<file path="src/rtl/ilbd_pkg.sv">
`default_nettype none

package ilbd_pkg;

  // Configuration port geometry
  localparam int unsigned ApbDataW = 32;
  localparam int unsigned ApbAddrW = 5;

  // Scale factor is an unsigned Q16.16 value
  localparam int unsigned SCALE_FRAC = 16;

  // Entries of the queue between front and back
  localparam int unsigned QUEUE_DEPTH = 2;

  // Item function codes
  localparam logic FUNC_LOAD    = 1'b0;
  localparam logic FUNC_SEGMENT = 1'b1;

  typedef enum logic [2:0] {
    REG_MAX_BITS    = 3'd0,
    REG_LOW_BOUND   = 3'd1,
    REG_HIGH_BOUND  = 3'd2,
    REG_SCALE       = 3'd3,
    REG_SYMBOL_MODE = 3'd4
  } ilbd_reg_e;

  typedef enum logic [2:0] {
    ST_IDLE,
    ST_ACC,
    ST_MULH,
    ST_MULL,
    ST_FIN
  } ilbd_state_e;

  typedef struct packed {
    logic [3:0]         max_bits;
    logic signed [15:0] low_bound;
    logic signed [15:0] high_bound;
    logic [31:0]        scale;
    logic               symbol_mode;
  } ilbd_cfg_t;

  // One classified segment: distance magnitude to its region
  typedef struct packed {
    logic        last;
    logic        big;
    logic [31:0] mag;
  } ilbd_seg_t;

endpackage

`default_nettype wire

</file>
<file path="src/rtl/ilbd_fifo.sv">
`default_nettype none

module ilbd_fifo import ilbd_pkg::*; (
  input  wire logic      clk_i,
  input  wire logic      rst_ni,
  input  wire logic      push_i,
  input  wire ilbd_seg_t data_i,
  output logic           full_o,
  input  wire logic      pop_i,
  output ilbd_seg_t      data_o,
  output logic           empty_o
);

  localparam int unsigned PTR_W = $clog2(QUEUE_DEPTH);
  localparam int unsigned CNT_W = $clog2(QUEUE_DEPTH + 1);
  localparam logic [PTR_W-1:0] PTR_LAST = PTR_W'(QUEUE_DEPTH - 1);
  localparam logic [CNT_W-1:0] CNT_FULL = CNT_W'(QUEUE_DEPTH);

  ilbd_seg_t        entry_q [QUEUE_DEPTH];
  logic [PTR_W-1:0] wr_ptr_q, wr_ptr_d, rd_ptr_q, rd_ptr_d;
  logic [CNT_W-1:0] count_q, count_d;

  assign full_o  = (count_q == CNT_FULL);
  assign empty_o = (count_q == '0);
  assign data_o  = entry_q[rd_ptr_q];

  always_comb begin
    wr_ptr_d = wr_ptr_q;
    rd_ptr_d = rd_ptr_q;
    count_d  = count_q;
    if (push_i) begin
      wr_ptr_d = (wr_ptr_q == PTR_LAST) ? '0 : wr_ptr_q + 1'b1;
    end
    if (pop_i) begin
      rd_ptr_d = (rd_ptr_q == PTR_LAST) ? '0 : rd_ptr_q + 1'b1;
    end
    if (push_i && !pop_i) begin
      count_d = count_q + 1'b1;
    end else if (pop_i && !push_i) begin
      count_d = count_q - 1'b1;
    end
  end

  always_ff @(posedge clk_i or negedge rst_ni) begin
    if (!rst_ni) begin
      wr_ptr_q <= '0;
      rd_ptr_q <= '0;
      count_q  <= '0;
    end else begin
      wr_ptr_q <= wr_ptr_d;
      rd_ptr_q <= rd_ptr_d;
      count_q  <= count_d;
    end
  end

  always_ff @(posedge clk_i) begin
    if (push_i) begin
      entry_q[wr_ptr_q] <= data_i;
    end
  end

  a_no_push_full: assert property (@(posedge clk_i) disable iff (!rst_ni)
    push_i |-> !full_o) else $error("queue written while full");

  a_no_pop_empty: assert property (@(posedge clk_i) disable iff (!rst_ni)
    pop_i |-> !empty_o) else $error("queue read while empty");

endmodule

`default_nettype wire

</file>
<file path="config.mk">
export PLATFORM = sky130hd
export DESIGN_NAME = ilbd_fifo
export DESIGN_NICKNAME = d
export VERILOG_FILES = /design/src/rtl/ilbd_pkg.sv /design/src/rtl/ilbd_fifo.sv
export SDC_FILE = /design/constraint.sdc
export NUM_CORES = 1
export LEC_CHECK = 0
export BUFFER_PORTS_ARGS = -buffer_cell sky130_fd_sc_hd__buf_4
export CORE_ASPECT_RATIO = 1.25
export CORE_MARGIN = 10
export CORE_UTILIZATION = 45
export DETAILED_ROUTE_END_ITERATION = 8
export GPL_ROUTABILITY_DRIVEN = 0
export PLACE_DENSITY = 0.76
export SLEW_MARGIN = 20
export SYNTH_ARGS = -nofsm -noshare
export SYNTH_HDL_FRONTEND = slang
export SYNTH_SLANG_ARGS = --single-unit
</file>
<file path="constraint.sdc">
create_clock -name clk_i -period 3.07 [get_ports clk_i]
set_clock_uncertainty 0.2 [all_clocks]
set_input_delay 0.307 -clock clk_i [delete_from_list [all_inputs] [get_ports clk_i]]
set_output_delay 0.307 -clock clk_i [all_outputs]
set_load 0.1 [all_outputs]
</file>
==> flow_summary_export.csv <==
group,metric,value,unit
place,dp_hpwl,3.580,mm
floorplanning,horizontal_die_dimension,90.45,um
worst_setup_path,critPathSlowestCell,"sky130_fd_sc_hd__dfrtp_2",
logic_synthesis,postSynth.topFlopCell,"sky130_fd_sc_hd__edfxtp_1",
cts,insertion_delay,0.33,ns
cells_and_area,antennaDiodeCount,0,
drt,vias_per_cell,4.428,
floorplanning,core,6086,um^2
place,dp_worst_setup_slack,0.9272,ns
worst_setup_path,worst_path_most_repeated_cell,"sky130_fd_sc_hd__buf_4",
logic_synthesis,postSynthRegisterBits,72,
worst_setup_path,worst-r2r-setup-slack,1.36,ns
global_route,grt_start_max_net_pins,35,
logic_synthesis,syn_avg_cell_area,22.88,um^2
worst_setup_path,arrival_worst_endpoint,1.97,ns
worst_setup_path,slowest_delay,0.73,ns
drt,drt_iter0_drc,82,
cts,cts_num_sinks,72,
worst_setup_path,critical_path.max_fanout,20,
cells_and_area,ff_latch_area,2143,um^2
drt,routed_wl,5.250,mm
drt,antenna_violating_nets_post_route,0,
timing,slew_violations,0,
cts,cts.hold.buffers_added,37,
floorplanning,fp.dieH,108.1,um
cts,cts_tree,"yes",
global_route,first_pass_grt_wire_length,8.535,mm
run,max_cap_viol_count,0,
worst_setup_path,crit_chain,"buf_4 > mux2_4 > buf_4",
cts,root_buffer,"sky130_fd_sc_hd__clkbuf_8",
timing,setup_viol_count_final,0,
logic_synthesis,synth_enable_flop_cells,68,
timing,min_period_over_period,80.70,%
status,status,"complete, no violations",
cts,post_cts_resize_count,0,
timing,finalSetupTns,0,ns
cts,cts_htree_levels,3,
drt,drt-wirelength-per-cell,15.81,um
worst_setup_path,nature_of_the_critical_path_endpoint,"primary output",
drt,remaining_drc_errors,0,
logic_synthesis,ys_top_cells_by_count,"sky130_fd_sc_hd__edfxtp_1, sky130_fd_sc_hd__mux2_4, sky130_fd_sc_hd__mux2_2, sky130_fd_sc_hd__dfrtp_1, sky130_fd_sc_hd__xor2_1",
logic_synthesis,synth.lib_cells_used.distinct,13,
timing,worst_slew_margin_rel,46.81,%
cts,cts_setup_buffers,0,
drt,drt_pass1_iterations,4,
timing,final_critical_path_setup_slack,0.5924,ns
timing,worst_slew_pin_slew,0.7978,ns
floorplanning,initial_util,45.87,%
cts,cts.reportedPaths.clkPinSlew,0.07,ns
logic_synthesis,ys.warnings.count,0,
floorplanning,die_area,9773,um^2
logic_synthesis,synthesis.nets,161,
hold_path,timing.hold.worst.class,"primary input to async pin",
logic_synthesis,post-synth-top-area-fraction,73.15,%
cells_and_area,multi_input_area,583.1,um^2
floorplanning,core.rowCount,32,
worst_setup_path,worstSetupPathType,"flip-flop to primary output",
cells_and_area,fillers,463,
drt,num_vias,1470,
worst_setup_path,start_kind,"flip-flop",
place,port_buffers,73,
cts,cts.path.max_buffers,2,
cells_and_area,layout-area-overhead-vs-synth,41.78,%
logic_synthesis,yosysTopAreaCell,"sky130_fd_sc_hd__edfxtp_1",
global_route,grt_pass1_vias,1687,
cts,numCtsBuffers,9,
logic_synthesis,post_synth_inst_count,122,
worst_setup_path,reg2regPathDepth,1,
logic_synthesis,synthesis.area,2791,um^2
global_route,global_route.overflow_total,0,
cells_and_area,drive_gt1_share,50.20,%
timing,final.min_clock_period,2.478,ns
worst_setup_path,critPathRequiredTime,2.56,ns
timing,number_of_hold_violations_in_the_final_report,0,
timing,grt_setup_unrepaired,"false",
global_route,grt_antenna_before_repair,0,
logic_synthesis,synth.top_cells.by_area,"sky130_fd_sc_hd__edfxtp_1, sky130_fd_sc_hd__mux2_4, sky130_fd_sc_hd__dfrtp_1",
cells_and_area,final_nets,281,
global_route,grt.total_usage,11.37,%
timing,max_freq,403.6,MHz
logic_synthesis,ys_async_sr_fraction,5.556,%
logic_synthesis,yosysMostFrequentCell,"sky130_fd_sc_hd__edfxtp_1",
floorplanning,io_pins,74,
logic_synthesis,sequential_element_share_of_the_synthesized_area,76.74,%
-- placed cells by master (no fill, tap or decap), drive strengths merged --
cell and count:
nor2b 2, buf 76, and2 1, clkbuf 12
mux2 34, nor2 2, edfxtp 68, dlygate4sd3 37
xnor2 1, clkinvlp 1, xor2 4, dfrtp 4
bufinv 1, clkinv 2, inv 1, ha 1
-- routing by layer --
layer  track usage, %  routed length [um]  up-vias
met5                0                   0        -
met4            7.859                 150        0
met3            3.883                 248       11
met2            20.37                2895       41
met1            10.88                1955      709
li1                 -                   -      709
-- area by class of cell --
type	count	share of cell area (%)
clock buffers	12	3.414
clock inverters	4	1.138
inverters	1	0.09485
multi-input cells	45	14.73
flip-flops and latches	72	54.16
well taps	85	2.687
repair buffers	113	23.77
-- cell families after synthesis --
kind of cell	count (synthesis)	share of synthesized area, %
buf+inv	5	2.689
xor+xnor	5	1.569
simple gates	5	0.9415
flops	72	76.74
fa+ha+maj	1	0.4482
mux	34	17.62
-- registers in the layout, summed over array words and instances, names as in the netlist --
name      cells
entry_q      68
count_q       2
wr_ptr_q      1
rd_ptr_q      1
-- worst paths after layout --
kind                                 start        endpoint
max in group asynchronous           rst_ni        rd_ptr_q
min in group clk_i              count_q[1]      count_q[1]
worst min register to register  count_q[1]      count_q[1]
worst min-delay path                rst_ni      count_q[1]
worst max register to register    wr_ptr_q  entry_q[1][20]
worst max-delay path              rd_ptr_q       data_o[4]
-- critical path, delay by kind of cell (launching register included) --
family,cells,cell delay [ns]
flip-flops,1,0.73
buffers and inverters,2,0.57
multiplexers,1,0.32
-- stage by stage --
| stage | hold WS [ns] | std cells | instance area [um^2] | utilization, % |
|---|---|---|---|---|
| 2_1_floorplan | -0.1886 | 122 | 2791 | - |
| 3_3_place_gp | -0.09419 | 279 | 3407 | 55.98 |
| 3_5_place_dp | -0.09275 | 279 | 3407 | 55.98 |
| 4_1_cts | 0.07865 | 332 | 3958 | 65.03 |
| 5_1_grt | 0.09543 | 332 | 3958 | 65.03 |
| 6_report | 0.09363 | 332 | 3958 | 65.03 |
Power is not shown: default switching activity piles up to over one toggle a cycle in this logic, so the estimate is an artifact.
