$ cat config.mk
export PLATFORM = sky130hd
export DESIGN_NAME = ilbd_back
export DESIGN_NICKNAME = d
export VERILOG_FILES = /design/src/rtl/ilbd_pkg.sv /design/src/rtl/ilbd_back.sv
export SDC_FILE = /design/constraint.sdc
export NUM_CORES = 2
export LEC_CHECK = 0
export ABC_CLOCK_PERIOD_IN_PS = 9240
export BUFFER_PORTS_ARGS = -buffer_cell sky130_fd_sc_hd__buf_4
export CORE_ASPECT_RATIO = 1.25
export CORE_UTILIZATION = 60
export CTS_CLUSTER_SIZE = 14
export DETAILED_ROUTE_END_ITERATION = 8
export PLACE_DENSITY = 0.8
export RECOVER_POWER = 100
export SYNTH_ARGS = -nofsm -noshare
export SYNTH_HDL_FRONTEND = slang
export SYNTH_SLANG_ARGS = --single-unit
$ cat constraint.sdc
create_clock -name clk_i -period 9.24 [get_ports clk_i]
set_input_delay 1.848 -clock clk_i [delete_from_list [all_inputs] [get_ports clk_i]]
set_output_delay 1.848 -clock clk_i [all_outputs]
set_load 0.005 [all_outputs]
$ cat src/rtl/ilbd_pkg.sv
`default_nettype none

package ilbd_pkg;

  // Configuration port geometry
  localparam int unsigned ApbDataW = 32;
  localparam int unsigned ApbAddrW = 5;

  // Scale factor is an unsigned Q16.16 value
  localparam int unsigned SCALE_FRAC = 16;

  // Entries of the queue between front and back
  localparam int unsigned QUEUE_DEPTH = 2;

  // Item function codes
  localparam logic FUNC_LOAD    = 1'b0;
  localparam logic FUNC_SEGMENT = 1'b1;

  typedef enum logic [2:0] {
    REG_MAX_BITS    = 3'd0,
    REG_LOW_BOUND   = 3'd1,
    REG_HIGH_BOUND  = 3'd2,
    REG_SCALE       = 3'd3,
    REG_SYMBOL_MODE = 3'd4
  } ilbd_reg_e;

  typedef enum logic [2:0] {
    ST_IDLE,
    ST_ACC,
    ST_MULH,
    ST_MULL,
    ST_FIN
  } ilbd_state_e;

  typedef struct packed {
    logic [3:0]         max_bits;
    logic signed [15:0] low_bound;
    logic signed [15:0] high_bound;
    logic [31:0]        scale;
    logic               symbol_mode;
  } ilbd_cfg_t;

  // One classified segment: distance magnitude to its region
  typedef struct packed {
    logic        last;
    logic        big;
    logic [31:0] mag;
  } ilbd_seg_t;

endpackage

`default_nettype wire

$ cat src/rtl/ilbd_back.sv
`default_nettype none

module ilbd_back import ilbd_pkg::*; (
  input  wire logic        clk_i,
  input  wire logic        rst_ni,
  input  wire logic [31:0] scale_i,
  output logic             pop_o,
  input  wire ilbd_seg_t   pop_data_i,
  input  wire logic        empty_i,
  output logic             out_valid_o,
  input  wire logic        out_stall_i,
  output logic [63:0]      distance_o,
  output logic             overflow_o
);

  ilbd_state_e state_q, state_d;

  logic [63:0] sum_q, sum_d;
  logic        sat_q, sat_d;
  logic [63:0] prod_q, hi_q;
  logic        big_q, last_q;
  logic        out_vld_q, out_vld_d;
  logic [63:0] dist_q;
  logic        ovf_q;

  logic [31:0] mul_a, mul_b;
  logic [63:0] mul_p;
  logic        prod_en, hi_en, acc_en, out_load, out_free;

  logic        acc_c, fin_c, hi_ovf, fin_ovf;
  logic [63:0] acc_s, fin_a, fin_b, fin_s;

  assign out_free = !out_vld_q || !out_stall_i;

  // Next state
  always_comb begin
    state_d = state_q;
    case (state_q)
      ST_IDLE: begin
        if (!empty_i) begin
          state_d = ST_ACC;
        end
      end
      ST_ACC: begin
        state_d = last_q ? ST_MULH : ST_IDLE;
      end
      ST_MULH: state_d = ST_MULL;
      ST_MULL: state_d = ST_FIN;
      ST_FIN: begin
        if (out_free) begin
          state_d = ST_IDLE;
        end
      end
      default: state_d = ST_IDLE;
    endcase
  end

  // Outputs of the sequencer: one shared multiplier
  always_comb begin
    pop_o    = 1'b0;
    prod_en  = 1'b0;
    hi_en    = 1'b0;
    acc_en   = 1'b0;
    out_load = 1'b0;
    mul_a    = pop_data_i.mag;
    mul_b    = pop_data_i.mag;
    case (state_q)
      ST_IDLE: begin
        pop_o   = !empty_i;
        prod_en = !empty_i;
      end
      ST_ACC: acc_en = 1'b1;
      ST_MULH: begin
        mul_a   = sum_q[63:32];
        mul_b   = scale_i;
        prod_en = 1'b1;
      end
      ST_MULL: begin
        mul_a   = sum_q[31:0];
        mul_b   = scale_i;
        prod_en = 1'b1;
        hi_en   = 1'b1;
      end
      ST_FIN: out_load = out_free;
      default: ;
    endcase
  end

  assign mul_p = 64'(mul_a) * 64'(mul_b);

  // Accumulate with saturation, and clear when a result is loaded
  always_comb begin
    {acc_c, acc_s} = {1'b0, sum_q} + {1'b0, prod_q};
    sum_d = sum_q;
    sat_d = sat_q;
    if (acc_en) begin
      if (big_q || acc_c) begin
        sum_d = '1;
        sat_d = 1'b1;
      end else begin
        sum_d = acc_s;
      end
    end else if (out_load) begin
      sum_d = '0;
      sat_d = 1'b0;
    end
  end

  // Recombine the two partial products of sum times scale
  always_comb begin
    hi_ovf        = |hi_q[63:64-SCALE_FRAC];
    fin_a         = hi_q << SCALE_FRAC;
    fin_b         = prod_q >> SCALE_FRAC;
    {fin_c, fin_s} = {1'b0, fin_a} + {1'b0, fin_b};
    fin_ovf       = sat_q || hi_ovf || fin_c;
  end

  always_comb begin
    out_vld_d = out_vld_q;
    if (out_load) begin
      out_vld_d = 1'b1;
    end else if (!out_stall_i) begin
      out_vld_d = 1'b0;
    end
  end

  always_ff @(posedge clk_i or negedge rst_ni) begin
    if (!rst_ni) begin
      state_q   <= ST_IDLE;
      sum_q     <= '0;
      sat_q     <= 1'b0;
      out_vld_q <= 1'b0;
    end else begin
      state_q   <= state_d;
      sum_q     <= sum_d;
      sat_q     <= sat_d;
      out_vld_q <= out_vld_d;
    end
  end

  always_ff @(posedge clk_i) begin
    if (prod_en) begin
      prod_q <= mul_p;
    end
    if (hi_en) begin
      hi_q <= prod_q;
    end
    if (pop_o) begin
      big_q  <= pop_data_i.big;
      last_q <= pop_data_i.last;
    end
    if (out_load) begin
      dist_q <= fin_ovf ? '1 : fin_s;
      ovf_q  <= fin_ovf;
    end
  end

  assign out_valid_o = out_vld_q;
  assign distance_o  = dist_q;
  assign overflow_o  = ovf_q;

  a_clear_after_result: assert property (@(posedge clk_i) disable iff (!rst_ni)
    out_load |=> (sum_q == '0 && !sat_q))
    else $error("accumulator not cleared after result");

  a_big_saturates: assert property (@(posedge clk_i) disable iff (!rst_ni)
    (state_q == ST_ACC && big_q) |=> (sat_q && sum_q == '1))
    else $error("oversized distance did not saturate");

endmodule

`default_nettype wire

==> run metrics <==
fin nets 7115; FILL cells 6259; Hold Buf Count CTS 0; register area share after synthesis 15.8%; TritonCTS clock tree built; Worst Hold Class reg2reg; Final Slew Violations 375; Tot GR Track Use 44.7%; xor/xnor share of the synthesized area 2.64%; Worst Hold Path Cells 0; vias in the first global route 43.2k; gr ovfl total 0; vias post-DR 41.5k; count of final setup violators 0; RSZ-0062 raised after global routing yes; routed len/inst 25.7 um; worst reg-to-reg path cell count 28; clk sink count 264; htree depth 1; outcome complete, but fails checks; Compound-Gate Fraction of Synth Area 9.42%; final hold violations 0; io pins 137; Iter 0 DRT Violations 4311; core area 78900 um2; IO buf count 136; DP HPWL 149000 um; CTS buffer count 23; Finished Core Util 70.0%; row count 115; critical path class in2reg; Cell variety after synth 81; Worst Path Max Fanout 7; crit path DAT 9.42 ns; clk slew on worst S/H paths 0.07 ns; most common flop cell mapped by yosys edfxtp_1; Slew Limit Headroom -202%; Die W 255 um; Max Clk Rate 110 MHz; Setup Skew 0.0244 ns; clock period minus worst slack 9.12 ns; antenna viol nets, final 0; failing checks max-capacitance violations, max-slew violations; CTS root buf clkbuf_16; yosys synthesis warning count 0; commonest non-fill, non-tap cell in the layout inv_1; crit path launch type input port; placed cells 6808; die area 80900 um2; share of post-route cells with drive strength above 1 13.8%; initial antenna violation count 9; Post-synth EDFFs 195; largest family of logic cells by synthesized area adder cells; register bit total from synthesis 264; Post-Syn Nets 6653; die height 318 um; Clock Latency Late Sink 0.55 ns; Post-Synth Adder-Cell Area 47.0%; largest net degree at the start of global routing 74; drt drc 0; crit end category register; Slew @ Worst Pin 4.48 ns; ys async rst share 26.1%; mux contribution to synthesized area 0.845%; Cell Area, Synth 47900 um2; final critical-path share of the clock period 98.7%; TritonRoute pass-1 iters 8; Avg Cell Area, Syn 8.98 um2; Max clock buf depth 3; Max Cap Viol 8; fin cells 6862; first-pass GRT wire length 262000 um; Detailed Route WL 176000 um; Synth Instances 5326; Post-Synth Simple-Gate Area 14.9%; Vias/cell 6.04; Critical Path RT 9.54 ns; most frequent cells in the layout 898 x inv_1, 893 x fa_1, 698 x nor2_1; Starting Density 60.7%; GPL Wtd Cong 1.09; Area Growth Syn to Fin 15.4%
per-layer routing:
metal | part of all wire [%] | track usage (%) | vias to the layer above | routed length (um)
met2 | 45 | 69.7 | 2698 | 78900
met5 | 0.015 | 0 | - | 26
li1 | - | - | 17600 | -
met3 | 11 | 10.4 | 790 | 19500
met4 | 10 | 34.6 | 4 | 18000
met1 | 34 | 53.2 | 20300 | 59900
cell type report:
cell class	instances	area, um2	area share (%)
Multi-Input combinational cell	3876	36100	65.4
Antenna cell	6	15.0	0.0272
Inverter	900	3380	6.12
Tap cell	1053	1320	2.39
Clock buffer	34	627	1.14
Timing Repair Buffer	723	6150	11.1
Clock inverter	6	31.3	0.0567
Sequential cell	264	7580	13.7
Yosys cell counts, types with 15 or more instances:
cell | count | area share (%)
ha_1 | 359 | 9.4
a211oi_1 | 15 | 0.24
nand2b_1 | 40 | 0.52
nand2_1 | 697 | 5.5
nand3_1 | 60 | 0.63
nor4_1 | 18 | 0.24
o21ai_0 | 133 | 1.4
dfrtp_1 | 69 | 3.6
buf_1 | 22 | 0.17
o21ai_1 | 28 | 0.29
and2_1 | 44 | 0.58
nor3_1 | 24 | 0.25
edfxtp_1 | 195 | 12
clkbuf_1 | 247 | 1.9
mux2i_1 | 37 | 0.77
nand4_1 | 45 | 0.59
inv_1 | 899 | 7.1
fa_1 | 898 | 38
a21o_1 | 98 | 1.5
o21bai_1 | 30 | 0.47
a31oi_1 | 45 | 0.59
nor2b_1 | 16 | 0.21
nor2_1 | 713 | 5.6
xor2_1 | 57 | 1.0
xnor2_1 | 87 | 1.6
a21oi_1 | 230 | 2.4
o21a_1 | 49 | 0.77
state kept, by name (all words and copies together), names as in the netlist:
name and count:
state_q 3, last_q 1, out_valid_o 1, hi_q 64, big_q 1, distance_o 64, overflow_o 1, prod_q 64
sum_q 64, sat_q 1
metrics by stage:
stage | area [um2] | hold slack, ns | setup WS [ns] | TNS (ns)
2_1_floorplan | 47900 | 0.431 | 0.00252 | 0
3_3_place_gp | 54300 | 0.472 | -0.704 | -8.19
3_5_place_dp | 54300 | 0.452 | -0.852 | -11.36
4_1_cts | 55100 | 0.475 | 0.00288 | 0
5_1_grt | 55200 | 0.481 | -0.0385 | -0.129
6_report | 55200 | 0.478 | 0.124 | 0
path summary, 6_finish.rpt:
path | endpoint | slack, ns | startpoint
min reg2reg | hi_q[6] | 0.48 | prod_q[6]
min | hi_q[6] | 0.48 | prod_q[6]
max | prod_q[47] | 0.12 | pop_data_i[20]
min in group asynchronous | sum_q[56] | 1.97 | rst_ni
max in group asynchronous | sum_q[2] | 4.06 | rst_ni
max reg2reg | prod_q[47] | 0.14 | state_q[0]
timing repair:
action	CTS	global route
setup buffers	1	6
pin swaps	2	19
gates resized for setup	10	84
setup endpoints to repair	7	16
cloned	0	1
kinds of logic after synthesis:
logic type / after synthesis
AND/OR/NAND/NOR: 1712
XOR/XNOR: 144
AO/OA/AOI/OAI: 723
multiplexers: 40
adder cells (fa/ha/maj): 1257
flip-flops: 264
buffers and inverters: 1186
worst max-delay path: stages:
cell       delay (ns)
buf_4            0.12
nand2_2          0.19
o21a_1           0.26
buf_4            0.20
nor2_1           0.08
fa_1             0.51
inv_1            0.06
fa_1             0.40
fa_1             0.51
fa_1             0.54
inv_1            0.05
fa_1             0.49
fa_1             0.52
fa_1             0.49
inv_1            0.05
fa_1             0.47
inv_1            0.04
ha_1             0.30
nand2_2          0.10
nor4_4           0.43
o311ai_4         0.22
a2111oi_4        0.58
buf_4            0.20
o21ba_2          0.17
a211oi_4         0.07
o21ba_2          0.26
buf_4            0.13
xnor2_1          0.11
Power is not shown: default switching activity piles up to over one toggle a cycle in this logic, so the estimate is an artifact.
